### src/hdl/rpmc_ram.sv
// Generic single-port RAM with registered read.
// No dependencies.
module rpmc_ram #(
   parameter int unsigned WIDTH = 8,
   parameter int unsigned DEPTH = 16
) (
   input  logic                     clock,
   input  logic                     we,
   input  logic [$clog2(DEPTH)-1:0] addr,
   input  logic [WIDTH-1:0]         wdata,
   output logic [WIDTH-1:0]         rdata
);
   logic [WIDTH-1:0] mem_ff [DEPTH];

   always_ff @(posedge clock) begin
      if (we) begin
         mem_ff[addr] <= wdata;
      end
      rdata <= mem_ff[addr];
   end
endmodule

### config.mk
export PLATFORM = sky130hd
export DESIGN_NAME = rpmc_ram
export DESIGN_NICKNAME = d
export VERILOG_FILES = /design/src/hdl/rpmc_ram.sv
export SDC_FILE = /design/constraint.sdc
export NUM_CORES = 1
export LEC_CHECK = 0
export BUFFER_PORTS_ARGS = -buffer_cell sky130_fd_sc_hd__buf_2
export CAP_MARGIN = 10
export CORE_ASPECT_RATIO = 0.8
export CORE_UTILIZATION = 45
export CTS_BUF_LIST = sky130_fd_sc_hd__clkbuf_4 sky130_fd_sc_hd__clkbuf_8
export CTS_CLUSTER_DIAMETER = 60
export DETAILED_ROUTE_END_ITERATION = 7
export PLACE_DENSITY_LB_ADDON = 0.05
export SYNTH_ARGS = -nofsm -noshare
export SYNTH_HDL_FRONTEND = slang
export SYNTH_SLANG_ARGS = --single-unit
### constraint.sdc
create_clock -name clock -period 1.7 [get_ports clock]
set_clock_uncertainty 0.1 [all_clocks]
set_input_delay 0.17 -clock clock [delete_from_list [all_inputs] [get_ports clock]]
set_output_delay 0.17 -clock clock [all_outputs]
set_load 0.1 [all_outputs]
* Yosys cells after proc, flatten, opt, wreduce, memory -nomap -nowiden
Memories as Yosys holds them, arrays and structs flattened. A register that Yosys moved wholly into a read port is not among the register bits.
Index checks and enable logic that the tools add are counted.
** Word-level totals
- Bits in registers :: 0
- Bits in latches :: 0
- Bits in writable memories :: 128
- ROM bits :: 0
- Output and inout bits :: 8
- Logic and storage cells :: 3
- Memories kept :: 1
** Cells by class
- Add/sub/neg operators :: 0
- Multiply operators :: 0
- Divide/modulo/power cells :: 0
- $lt $le $gt $ge :: 0
- Equal/unequal tests :: 0
- Shift operators :: 0
- Mux-type cells :: 2
- Bitwise operators :: 0
- Reduce and logical (&&, ||, !) cells :: 0
** Memories
- mem_ff :: words 16, width 8, rd ports 1, clocked after memory_dff 1, wr ports 1, RTL line 13 : logic [WIDTH-1:0] mem_ff [DEPTH];
** Operator list (count)
- 2-to-1 mux 1 bit :: 2

* Longest topological paths before layout
- Depth after elaboration :: 2
- Mapped depth :: 5

* Worst setup path after synthesis
OpenSTA, ideal clock, no wires.
- Path type :: input port to flip-flop
- From :: input addr[2]
- To :: memory mem_ff[0][0] (enable)
- Library setup time :: 383 ps
- Arrival time :: 1280 ps
- Data required time :: 1217 ps
- Slack :: -63 ps
- Stages :: 2
- Buffers on the path :: 0
- Cells stage by stage :: or3b_2 -> nor3_1
** RTL lines
- from (decl) :: RTL line 9 : input logic [$clog2(DEPTH)-1:0] addr,
- to (decl) :: RTL line 13
No word-level cell before the write port.

==> run_results.csv <==
group,metric,value,unit
run_status,status,"complete, no violations",
setup_path,critPathLaunchType,"register",
clock_network,insertion_delay,420,ps
logic_synthesis,synthMostInstantiatedCell,"edfxtp_1",
logic_synthesis,synth_top_area_share,75.9,%
logic_synthesis,synth_area,5070,um2
power_and_ir_drop,total_power,6.86,mW
final_layout,nNetsFinal,299,
timing,fmax,0.684,GHz
clock_network,cts_buffers,17,
clock_network,cts.reportedPaths.clkPinSlew,70,ps
logic_synthesis,synthArstFlopShare,0,%
clock_network,post_cts_buffers,0,
timing,slew_headroom,48.6,%
setup_path,crit_type,"reg2reg",
timing,final_hold_viol_count,0,
final_layout,diodes,0,
detailed_routing,vias,2356,
detailed_routing,avgRoutedWirePerCell,21.1,um
floorplanning,die_h,96.9,um
global_route,antenna_found_initial,0,
logic_synthesis,ys_seq_area_share,79.0,%
clock_network,cts_root_buffer,"clkbuf_8",
timing,fin_hold_ws,29.7,ps
logic_synthesis,avgSynthCellArea,22.0,um2
logic_synthesis,synthFlopType,"edfxtp_1",
logic_synthesis,synth.distinct_cells,18,
final_layout,final_util,54.3,%
place,post_dp_cell_area,5540,um2
global_route,grt_pass1_vias,2412,
timing,fin_crit,1460,ps
global_route,grt_use_total,18.2,%
floorplanning,core_area,10900,um2
detailed_routing,drtAntennaViolNets,0,
setup_path,critPathRequiredTime,1910,ps
logic_synthesis,yosysTopAreaCell,"edfxtp_1",
logic_synthesis,synthesis.nets,244,
timing,setup_viol,0,
place,port-buffer-count,21,
floorplanning,die_w,121,um
floorplanning,dieArea,11700,um2
timing,timing.final.crit_share,85.9,%
floorplanning,fp-row-count,34,
place,gp_congestion,0.690,
clock_network,ctsResizeCount,0,
setup_path,worst-path-max-fanout,1,
timing,drv_slew,0,
timing,setup_ws,239,ps
floorplanning,start_util,46.3,%
global_route,overflow,0,
place,dp.final_hpwl,6100,um
logic_synthesis,ys_ff_latch,136,
power_and_ir_drop,power.leakage,1.97,nW
logic_synthesis,synth_edf_count,128,
global_route,grt_pass1_wl,14800,um
detailed_routing,wl,9330,um
place,dp_slack,-56.5,ps
detailed_routing,drc,0,
clock_network,cts_tree,"built",
logic_synthesis,yosysWarnings,0,
final_layout,drive_gt1_share,37.9,%
final_layout,instances_no_fill,442,
logic_synthesis,netlist_top_cells_count,"edfxtp_1 (128), mux4_2 (32), a22oi_1 (16)",
timing,tns,0,ps
global_route,grt_max_degree,22,
power_and_ir_drop,vdd_drop_max,0.897,mV
floorplanning,io_pins,22,
timing,tightest_slew,770,ps
clock_network,clkSinkCount,136,
place,dpl.cell_count,410,
clock_network,postCtsHoldBufs,0,
power_and_ir_drop,powerDensity,1150,nW/um2
logic_synthesis,yosys-top-cells-area,"edfxtp_1 (76%), mux4_2 (14%), dfxtp_1 (3.2%), a22oi_1 (2.4%), nor2_1 (0.96%)",
setup_path,end_kind,"register",
final_layout,design_area,5940,um2
detailed_routing,drt_iter0_drc,201,
detailed_routing,firstDrtPassIters,4,
clock_network,cts.htree.levels,4,
final_layout,area_delta_synth_final,17.2,%
timing,rsz0062_at_grt,"no",
logic_synthesis,syn_inst,230,
job,drv_cap,0,
clock_network,clockBufferDepth,2,
detailed_routing,post_drt_via_cell_ratio,5.33,
setup_path,cp.arrival,1670,ps
min_path,holdCritPathClass,"in2reg",
[cell type report]
class / count / area [um2]
Fill cell: 851 / 5000
Timing Repair Buffer: 47 / 350
Multi-Input combinational cell: 83 / 1010
Clock inverter: 12 / 125
Sequential cell: 136 / 4000
Clock buffer: 20 / 269
Tap cell: 144 / 180
[state kept, by name, summed over array words and instances (netlist names)]
| signal | cells |
|---|---|
| rdata | 8 |
| mem_ff | 128 |
[layer usage]
layer,wire length (um),part of all wire [%],global-route usage [%],vias to the layer above
met3,410,4.4,4.89,14
met4,102,1.1,7.12,0
met5,0,0,0,-
met2,4440,48,26.4,55
li1,-,-,-,1068
met1,4380,47,26.5,1219
[power by group]
part	switching [mW]	leakage [nW]	internal, mW	total (mW)
Clock	1.18	0.198	1.39	2.57
Combinational	0.360	0.549	0.166	0.526
Sequential	0.0195	1.22	3.74	3.76
Total	1.56	1.97	5.30	6.86
[worst max-delay path, cell delays in order (launching register included)]
cell and delay (ps):
edfxtp_1 370, mux4_2 480, a22oi_1 310, nand2_1 90
[cell usage in the layout (no fill, tap or decap), drive strengths merged]
cell / count
inv: 1
and2: 1
edfxtp: 128
or3b: 1
dfxtp: 8
nor2b: 2
nor2: 13
clkinv: 6
nand3b: 2
mux4: 32
buf: 47
nor3: 4
bufinv: 2
nand2: 9
nand3: 1
clkinvlp: 3
nand2b: 2
a22oi: 16
clkbuf: 20
[logic make-up after synthesis]
family	synth area share [%]
AOI/OAI and AO/OA	2.37
DFF	79.0
muxes	14.2
buffers and inverters	1.19
and+or+nand+nor	3.21
[final timing paths]
| check | endpoint | cells after the start | slack, ps | start |
|---|---|---|---|---|
| max | rdata[0]$_DFF_P_ | 3 | 240 | mem_ff[10][0]$_DFFE_PP_ |
| min | mem_ff[0][7]$_DFFE_PP_ | 1 | 30 | wdata[7] |
| max reg2reg | rdata[0]$_DFF_P_ | 3 | 240 | mem_ff[10][0]$_DFFE_PP_ |
| min reg2reg | rdata[4]$_DFF_P_ | 3 | 580 | mem_ff[15][4]$_DFFE_PP_ |
(Power assumes the default switching activity.)
