[config.mk]
export PLATFORM = sky130hd
export DESIGN_NAME = rpmc_moddiv
export DESIGN_NICKNAME = d
export VERILOG_FILES = /design/src/hdl/rpmc_pkg.sv /design/src/hdl/rpmc_moddiv.sv
export SDC_FILE = /design/constraint.sdc
export NUM_CORES = 1
export LEC_CHECK = 0
export ABC_AREA = 1
export BUFFER_PORTS_ARGS = -buffer_cell sky130_fd_sc_hd__buf_2
export CAP_MARGIN = 20
export CELL_PAD_IN_SITES_DETAIL_PLACEMENT = 1
export CELL_PAD_IN_SITES_GLOBAL_PLACEMENT = 2
export CORE_MARGIN = 3
export CORE_UTILIZATION = 31
export CTS_BUF_LIST = sky130_fd_sc_hd__clkbuf_8
export DETAILED_ROUTE_END_ITERATION = 8
export PLACE_DENSITY = 0.87
export SLEW_MARGIN = 20
export SYNTH_ARGS = -nofsm -noshare
export SYNTH_HDL_FRONTEND = slang
export SYNTH_SLANG_ARGS = --single-unit
[constraint.sdc]
create_clock -name clock -period 2 [get_ports clock]
set_input_delay 0.3 -clock clock [delete_from_list [all_inputs] [get_ports clock]]
set_output_delay 0.3 -clock clock [all_outputs]
set_load 0.02 [all_outputs]
[src/hdl/rpmc_pkg.sv]
// Package for the Prim maze carver: beat structs, opcodes, directions.
// No dependencies.
package rpmc_pkg;

   localparam int unsigned CountWidth = 13;

   typedef enum logic [1:0] {
      OP_START = 2'd0,
      OP_STEP  = 2'd1,
      OP_READ  = 2'd2,
      OP_BAD   = 2'd3
   } op_type;

   typedef enum logic [2:0] {
      DIR_NONE  = 3'd0,
      DIR_LEFT  = 3'd1,
      DIR_UP    = 3'd2,
      DIR_RIGHT = 3'd3,
      DIR_DOWN  = 3'd4
   } dir_type;

   localparam logic [1:0] CSR_GRID_WIDTH  = 2'd0;
   localparam logic [1:0] CSR_GRID_HEIGHT = 2'd1;

   typedef struct packed {
      logic [1:0]  operation;
      logic [31:0] random_value;
      logic [4:0]  cell_x;
      logic [4:0]  cell_y;
   } req_type;

   typedef struct packed {
      logic                  cell_value;
      logic                  carved;
      logic [CountWidth-1:0] frontier_count;
      logic                  generation_done;
      logic                  error_flag;
   } rsp_type;

endpackage

[src/hdl/rpmc_moddiv.sv]
// Bit-serial remainder unit: 32-bit dividend modulo a count.
// Depends on rpmc_pkg.
module rpmc_moddiv (
   input  logic                           clock,
   input  logic                           reset,
   input  logic                           start,
   input  logic [31:0]                    dividend,
   input  logic [rpmc_pkg::CountWidth-1:0] divisor,
   output logic                           busy,
   output logic [rpmc_pkg::CountWidth-1:0] remainder
);
   import rpmc_pkg::*;

   logic [31:0]           quot_ff, quot_in;
   logic [CountWidth:0]   rem_ff, rem_in;
   logic [CountWidth-1:0] div_ff, div_in;
   logic [5:0]            cnt_ff, cnt_in;
   logic [CountWidth:0]   trial;

   always_comb begin
      quot_in = quot_ff;
      rem_in  = rem_ff;
      div_in  = div_ff;
      cnt_in  = cnt_ff;
      trial   = {rem_ff[CountWidth-1:0], quot_ff[31]};
      if (start) begin
         quot_in = dividend;
         rem_in  = '0;
         div_in  = divisor;
         cnt_in  = 6'd32;
      end else if (cnt_ff != 6'd0) begin
         quot_in = {quot_ff[30:0], 1'b0};
         rem_in  = (trial >= {1'b0, div_ff}) ? trial - {1'b0, div_ff} : trial;
         cnt_in  = cnt_ff - 6'd1;
      end
   end

   always_ff @(posedge clock) begin
      if (reset) begin
         cnt_ff <= '0;
      end else begin
         cnt_ff <= cnt_in;
      end
      quot_ff <= quot_in;
      rem_ff  <= rem_in;
      div_ff  <= div_in;
   end

   assign busy      = (cnt_ff != 6'd0);
   assign remainder = rem_ff[CountWidth-1:0];
endmodule

Yosys cells after proc, flatten, opt, wreduce, memory -nomap -nowiden
Index checks and enable logic that the tools add are counted.
Widths: inputs -> output; s select.
{"block": "totals", "output_inout_bits": 14, "reg_bits": 64, "word_cells": 16, "inputBits": 48}
{"block": "classes", "n_lt_le_gt_ge": 1, "n_reduce_logical": 3, "muxes": 5, "n_addsub": 2}
{"operator": "$mux 32", "n": 2}
{"operator": "$ge 14x13->1", "n": 1}
{"operator": "$mux 13", "n": 1}
{"operator": "$sub 13x13->13", "n": 1}
{"operator": "$mux 6", "n": 2}
{"operator": "$reduce_bool 6->1", "n": 1}
{"operator": "$sub 6x1->6 const B", "n": 1}
{"operator": "$reduce_bool 2->1", "n": 1}
{"operator": "$reduce_or 2->1", "n": 1}

Depth between registers and ports, before layout
Gate-level depths: netlist (run 1).
{"block": "depth", "ltp_word": 3, "depth_mapped": 12, "mapped_depth_nobuf": 12}

Worst setup path after synthesis (run 1)
Ideal clock, no wire load.
{"block": "synth_path", "path_type": "reg-to-reg", "from": "register cnt_ff[0]", "to": "register quot_ff[0] (enable)", "arrival_time_ns": 1.842, "setup_slack_ns": -0.229, "setup_time_ns": 0.387, "stages_incl_launch_ff": 10, "period_less_slack_ns": 2.229, "t_required_ns": 1.613, "n_path_buf": 1, "path_cell_list": "dfxtp_1 -> inv_1 -> ha_1 -> nand2_1 -> or2_1 -> nor2_2 -> inv_2 -> nor2_4 -> buf_4 -> inv_1"}
{"block": "synth_via", "elab_chain_len": 2}
{"element": "start, declared", "line": "rpmc_moddiv.sv:17", "text": "logic [5:0] cnt_ff, cnt_in;"}
{"element": "start signal, assigned", "line": "rpmc_moddiv.sv:42", "text": "cnt_ff <= cnt_in;"}
{"element": "$reduce_bool 6->1"}
{"element": "named net busy", "line": "rpmc_moddiv.sv:9", "text": "output logic busy,"}
{"element": "$reduce_bool 2->1 (no line)"}
{"element": "end signal, assigned", "line": "rpmc_moddiv.sv:44", "text": "quot_ff <= quot_in;"}
{"element": "end, declared", "line": "rpmc_moddiv.sv:14", "text": "logic [31:0] quot_ff, quot_in;"}
The timed path passes the listed nets, and every way through them passes these cells.
A chain may end at the register's enable or synchronous reset.

Worst setup path after layout (run 1)
{"block": "layout_path", "from": "register cnt_ff[0]", "to": "output port busy"}
{"block": "layout_via", "elab_chain_len": 1}
{"element": "$reduce_bool 6->1", "line": "rpmc_moddiv.sv:49", "text": "assign busy = (cnt_ff != 6'd0);"}
{"element": "end, declared", "line": "rpmc_moddiv.sv:9"}
No other way between the ends.

==> results of run 1 <==
[power by group]
part           switching, uW  leakage [uW]  internal, uW
combinational           1400       0.00157           902
sequential               158      0.000622          1760
clock                    508      0.000105           558
total                   2070       0.00230          3220
[flip-flops by register name, summed over array words and instances (netlist names)]
name and cells:
cnt_ff 6, div_ff 13, quot_ff 32, rem_ff 13
[path summary, 6_finish.rpt]
kind | start | slack (ns) | to | depth (start not counted)
max | cnt_ff[0] | 0.09 | busy | 7
min | reset | 0.12 | cnt_ff[5] | 2
max reg2reg | quot_ff[31] | 0.13 | rem_ff[12] | 12
min reg2reg | cnt_ff[4] | 0.49 | cnt_ff[4] | 2
[routing by layer]
metal  GRT usage  up-vias  part of all wire
met5           0        -                 0
met4      0.0728        0             0.027
met3      0.0265       16             0.033
met2       0.265       57              0.49
met1       0.195     1449              0.45
li1            -     1567                 -
[Yosys cell counts (all sizes together)]
library cell	n	area, um2
nand2	199	774
o21ai	7	42.5
or3b	1	8.76
edfxtp	45	1350
o21bai	1	7.51
nand3	27	190
a21oi	10	61.3
fa	1	20.0
xnor2	4	35.0
dfxtp	19	380
nor2	25	124
or2	2	12.5
inv	68	255
ha	14	175
buf	3	35.0
clkbuf	7	26.3
nand4	12	75.1
xor2	3	26.3
[area by class of cell]
cell class | instances | area, um2 | share of cell area
Timing Repair Buffer | 81 | 505 | 0.114
Clock inverter | 7 | 57.6 | 0.0130
Clock buffer | 9 | 124 | 0.0279
Inverter | 68 | 259 | 0.0583
Multi-Input combinational cell | 306 | 1590 | 0.358
Sequential cell | 64 | 1730 | 0.390
Tap cell | 140 | 175 | 0.0394
[through the flow]
step	worst slack, ns	instance area [um2]
after floorplan	-0.168	3620
after global placement	0.105	4180
after detailed placement	0.0288	4180
after CTS	0.0145	4360
after global routing	-0.0518	4440
final	0.0903	4440
[cell usage in the layout, fill, tap and decap left out, drive strengths merged]
cell      netlist  routed
a21oi          10      10
buf             3      81
bufinv          0       1
clkbuf          7       9
clkinv          0       4
clkinvlp        0       1
dfxtp          19      19
edfxtp         45      45
fa              1       1
ha             14      14
inv            68      69
nand2         199     199
nand3          27      27
nand4          12      12
nor2           25      25
o21ai           7       7
o21bai          1       1
or2             2       2
or3b            1       1
xnor2           4       4
xor2            3       3
[kinds of logic (layout without fill, tap and decap cells)]
group           Yosys count  count (layout)  share of synthesized area
compound gates           18              18                     0.0309
xor+xnor                  7               7                     0.0170
fa+ha+maj                15              15                     0.0542
buf+inv                  78             165                     0.0879
flops                    64              64                      0.481
simple gates            266             266                      0.329
[repair_timing]
item	CTS	global route
hold buffers	0	0
resized for setup	0	8
endpoints found under the setup margin	0	14
buffers inserted	0	5
==> flow_summary.json, run 1 <==
{
  "clk-insertion-delay-late_ns": 0.35,
  "first_global_vias": 3293,
  "ir_drop_uv": 431,
  "cts_buffers": 9,
  "design.core.area_mm2": 0.0111,
  "slew_headroom": 0.774,
  "dr_total_vias": 3089,
  "cpLargestDelayFamily": "simple AND/OR/NAND/NOR gates",
  "drive_above_1_share": 0.271,
  "grt_max_degree": 41,
  "path_common_cell": "inv_2",
  "outcome": "complete, no violations",
  "finalSetupViolCount": 0,
  "cts_max_level": 3,
  "grt-ovfl-total": 0,
  "fin_util": 0.401,
  "fin_crit_ns": 1.91,
  "fmax_ghz": 0.524,
  "drt_iter0_markers": 98,
  "clock_tree.root_cell": "clkbuf_8",
  "cp_slowest_cell": "dfxtp_1",
  "placementRows": 38,
  "synth_seq_cells": 64,
  "dp.cells": 654,
  "die_h_um": 114,
  "n_antenna_cell": 0,
  "cts_buffer_depth": 2,
  "setup_tns_ns": 0,
  "skew_ns": 0.00887,
  "routed_wl_mm": 9.46,
  "worst_slew_pin_slew_ns": 0.339,
  "ys_types": 30,
  "first_pass_iters": 6,
  "chipWidth_um": 114,
  "hold_viol": 0,
  "antenna_found_initial": 0,
  "instances_no_fill": 675,
  "syn_nets": 511,
  "path_buf_inv": 3,
  "drc": 0,
  "end_kind": "output port",
  "yosysWarnings": 0,
  "gp_congestion": 0.825,
  "grt_setup_unrepaired": "true",
  "fillers": 1375,
  "power.total_uw": 5290,
  "cp-start-kind": "register",
  "critPathMaxStageDelay_ns": 0.31,
  "die_area_mm2": 0.0129,
  "worst_hold_slack_ns": 0.115,
  "leakagePower_uw": 0.00230,
  "io_buffers": 61,
  "seq_area_frac_synth": 0.481,
  "areaGrowthSynthToFinish_pct": 23.4,
  "io_pins": 62,
  "clkSinkCount": 64,
  "grt_usage": 0.156,
  "slew_violations": 0,
  "cp_data_arrival_time_ns": 1.61,
  "hp-class": "in2reg",
  "syn_area_per_cell_um2": 8.04,
  "maxCapViolCount": 0,
  "viasPerCell": 4.58,
  "crit_path_max_fanout": 6,
  "netlist_area_mm2": 0.00360,
  "nNetsFinal": 593,
  "finalCritPeriodShare": 0.955,
  "initial_core_util": 0.325,
  "wl_per_cell_um": 14.0,
  "critPathKind": "reg2out",
  "path_cells": "inv_2 > ha_4 > nand2_2 > or2_1 > nor2_2 > inv_2 > buf_2",
  "grt_pass1_wl_mm": 15.8,
  "worstPathRequired_ns": 1.70,
  "clk_transition_reported_paths_ns": 0.07,
  "netlist_instances": 448,
  "power.density_mw_per_mm2": 1190,
  "hpwl_mm": 7.16,
  "antenna_left": 0,
  "tritoncts": "done"
}
Power figures use the tool's default switching activity.
==> inputs of run 2 (changes only) <==
--- a/config.mk
+++ b/config.mk
@@ -15,6 +15,7 @@
 export CTS_BUF_LIST = sky130_fd_sc_hd__clkbuf_8
 export DETAILED_ROUTE_END_ITERATION = 8
 export PLACE_DENSITY = 0.87
+export RECOVER_POWER = 50
 export SLEW_MARGIN = 20
 export SYNTH_ARGS = -nofsm -noshare
 export SYNTH_HDL_FRONTEND = slang
==> constraint.sdc (replaced) <==
create_clock -name clock -period 1.6 [get_ports clock]
set_input_delay 0.24 -clock clock [delete_from_list [all_inputs] [get_ports clock]]
set_output_delay 0.24 -clock clock [all_outputs]
set_load 0.02 [all_outputs]
==> flow_summary.json, run 2 (synthesis results as in run 1) <==
{
  "grt_max_degree": 35,
  "areaGrowthSynthToFinish_pct": 42.3,
  "largest_reg_flops": 32,
  "grt-ovfl-total": 0,
  "outcome": "complete, but fails checks",
  "mostFrequentLayoutCells": "169 x nand2_1, 59 x buf_2, 50 x buf_4",
  "tritoncts": "done",
  "top_register": "quot_ff",
  "cp_slowest_cell": "dfxtp_1",
  "register_area_mm2": 0.00176,
  "r2r_start": "cnt_ff[2]",
  "fin_crit_ns": 1.84,
  "first_pass_iters": 4,
  "nNetsFinal": 635,
  "finalCritPeriodShare": 1.15,
  "multi_input_area_mm2": 0.00190,
  "final_area_mm2": 0.00512,
  "power.total_uw": 7710,
  "io_pins": 62,
  "initial_core_util": 0.325,
  "gp_congestion": 0.807,
  "clk_transition_reported_paths_ns": 0.08,
  "ir_drop_uv": 439,
  "path_buf_inv": 4,
  "antenna_found_initial": 0,
  "path_cells": "nor2_2 > nand2_4 > or2_4 > nor2_4 > inv_2 > buf_6 > nor2_4 > clkinvlp_4 > clkbuf_16",
  "die_area_mm2": 0.0129,
  "leakagePower_uw": 0.00254,
  "reg_top3": "quot_ff: 32 flops, div_ff: 13 flops, rem_ff: 13 flops",
  "hp-class": "in2reg",
  "wl_per_cell_um": 14.5,
  "cpLargestDelayFamily": "simple AND/OR/NAND/NOR gates",
  "design.core.area_mm2": 0.0111,
  "power.density_mw_per_mm2": 1500,
  "layout_commonest_cell": "nand2_1",
  "r2r_cells": 9,
  "drt_iter0_markers": 72,
  "final.setup.worst_slack_ns": -0.245,
  "violations": "negative setup slack",
  "worst_slew_pin_slew_ns": 0.553,
  "placementRows": 38,
  "crit_path_max_fanout": 8,
  "clk-insertion-delay-late_ns": 0.36,
  "dr_total_vias": 3288,
  "worst_hold_slack_ns": 0.0505,
  "viasPerCell": 4.59,
  "cp-start-kind": "register",
  "critPathMaxStageDelay_ns": 0.34,
  "cp_data_arrival_time_ns": 1.97,
  "slew_headroom": 0.632,
  "end_kind": "register",
  "cts_buffers": 9,
  "n_antenna_cell": 0,
  "finalSetupViolCount": 46,
  "grt_pass1_wl_mm": 16.4,
  "clock_tree.root_cell": "clkbuf_8",
  "fin_util": 0.462,
  "hpwl_mm": 7.45,
  "cts_max_level": 3,
  "clkSinkCount": 64,
  "path_common_cell": "nor2_4",
  "min_to": "div_ff[4]",
  "drive_above_1_share": 0.435,
  "io_buffers": 61,
  "critPathKind": "reg2reg",
  "regToRegSetupSlack_ns": -0.24,
  "hp-start": "divisor[4]",
  "fillers": 1362,
  "worstPathRequired_ns": 1.72,
  "cts_buffer_depth": 2,
  "die_h_um": 114,
  "antenna_left": 0,
  "skew_ns": 0.0131,
  "dpl_cell_area_mm2": 0.00462,
  "chipWidth_um": 114,
  "maxCapViolCount": 0,
  "grt_usage": 0.163,
  "hold_viol": 0,
  "r2r_end": "quot_ff[27]",
  "grt_setup_unrepaired": "true",
  "whs_path_depth": 1,
  "routed_wl_mm": 10.4,
  "fmax_ghz": 0.542,
  "slew_violations": 0,
  "first_global_vias": 3469,
  "drc": 0
}
run 2: changes by cell type in the layout (fill, tap and decap cells not counted), moves of 9 or more:
| cell | before | now |
|---|---|---|
| buf_4 | 16 | 50 |
| dfxtp_1 | 19 | 6 |
| dfxtp_2 | 0 | 10 |
| ha_1 | 12 | 1 |
| ha_4 | 1 | 13 |
| inv_1 | 58 | 47 |
| inv_2 | 11 | 20 |
| nand2_1 | 187 | 169 |
| nand2_2 | 11 | 23 |
run 2: worst max path at each step:
stage / startpoint / end / slack, ns / depth (start not counted)
4_1_cts: cnt_ff[1] / busy / -0.23 / 8
3_5_place_dp: quot_ff[31] / rem_ff[8] / -0.18 / 12
5_1_grt: cnt_ff[2] / quot_ff[8] / -0.35 / 9
6_report: cnt_ff[2] / quot_ff[27] / -0.24 / 9
3_3_place_gp: quot_ff[31] / rem_ff[8] / -0.16 / 12
2_1_floorplan: cnt_ff[0] / quot_ff[0] / -0.57 / 9
run 2: metrics by stage:
stage / std cells / worst slack, ns / setup TNS [ns]
after floorplan: 448 / -0.568 / -19.23
after global placement: 688 / -0.156 / -4.73
after detailed placement: 688 / -0.181 / -7.01
after CTS: 708 / -0.231 / -7.72
after global routing: 717 / -0.345 / -14.72
final: 717 / -0.245 / -10.16
run 2: repair_timing:
action / in CTS / in global routing
gates cloned: 0 / 3
pin swaps: 7 / 12
setup endpoints to repair: 46 / 46
resized for setup: 30 / 30
setup buffers: 4 / 7
hold buffers: 0 / 0
run 2: power by group:
group	switching, uW	internal (uW)	leakage (uW)
clock	696	561	0.0000851
combinational	2170	1840	0.00183
sequential	209	2230	0.000629
run 2: cell type report:
cell class | instances | area share
clock buffers | 9 | 0.0242
clock inverters | 7 | 0.00904
inverters | 68 | 0.0506
multi-input cells | 306 | 0.372
flip-flops and latches | 64 | 0.343
well taps | 140 | 0.0342
repair buffers | 123 | 0.168
run 2: metal layers:
metal	vias to the layer above	routed length, um	track usage
li1	1659	-	-
met1	1558	4700	0.201
met2	57	5080	0.277
met5	-	0	0
met4	0	225	0.0618
met3	14	396	0.0382
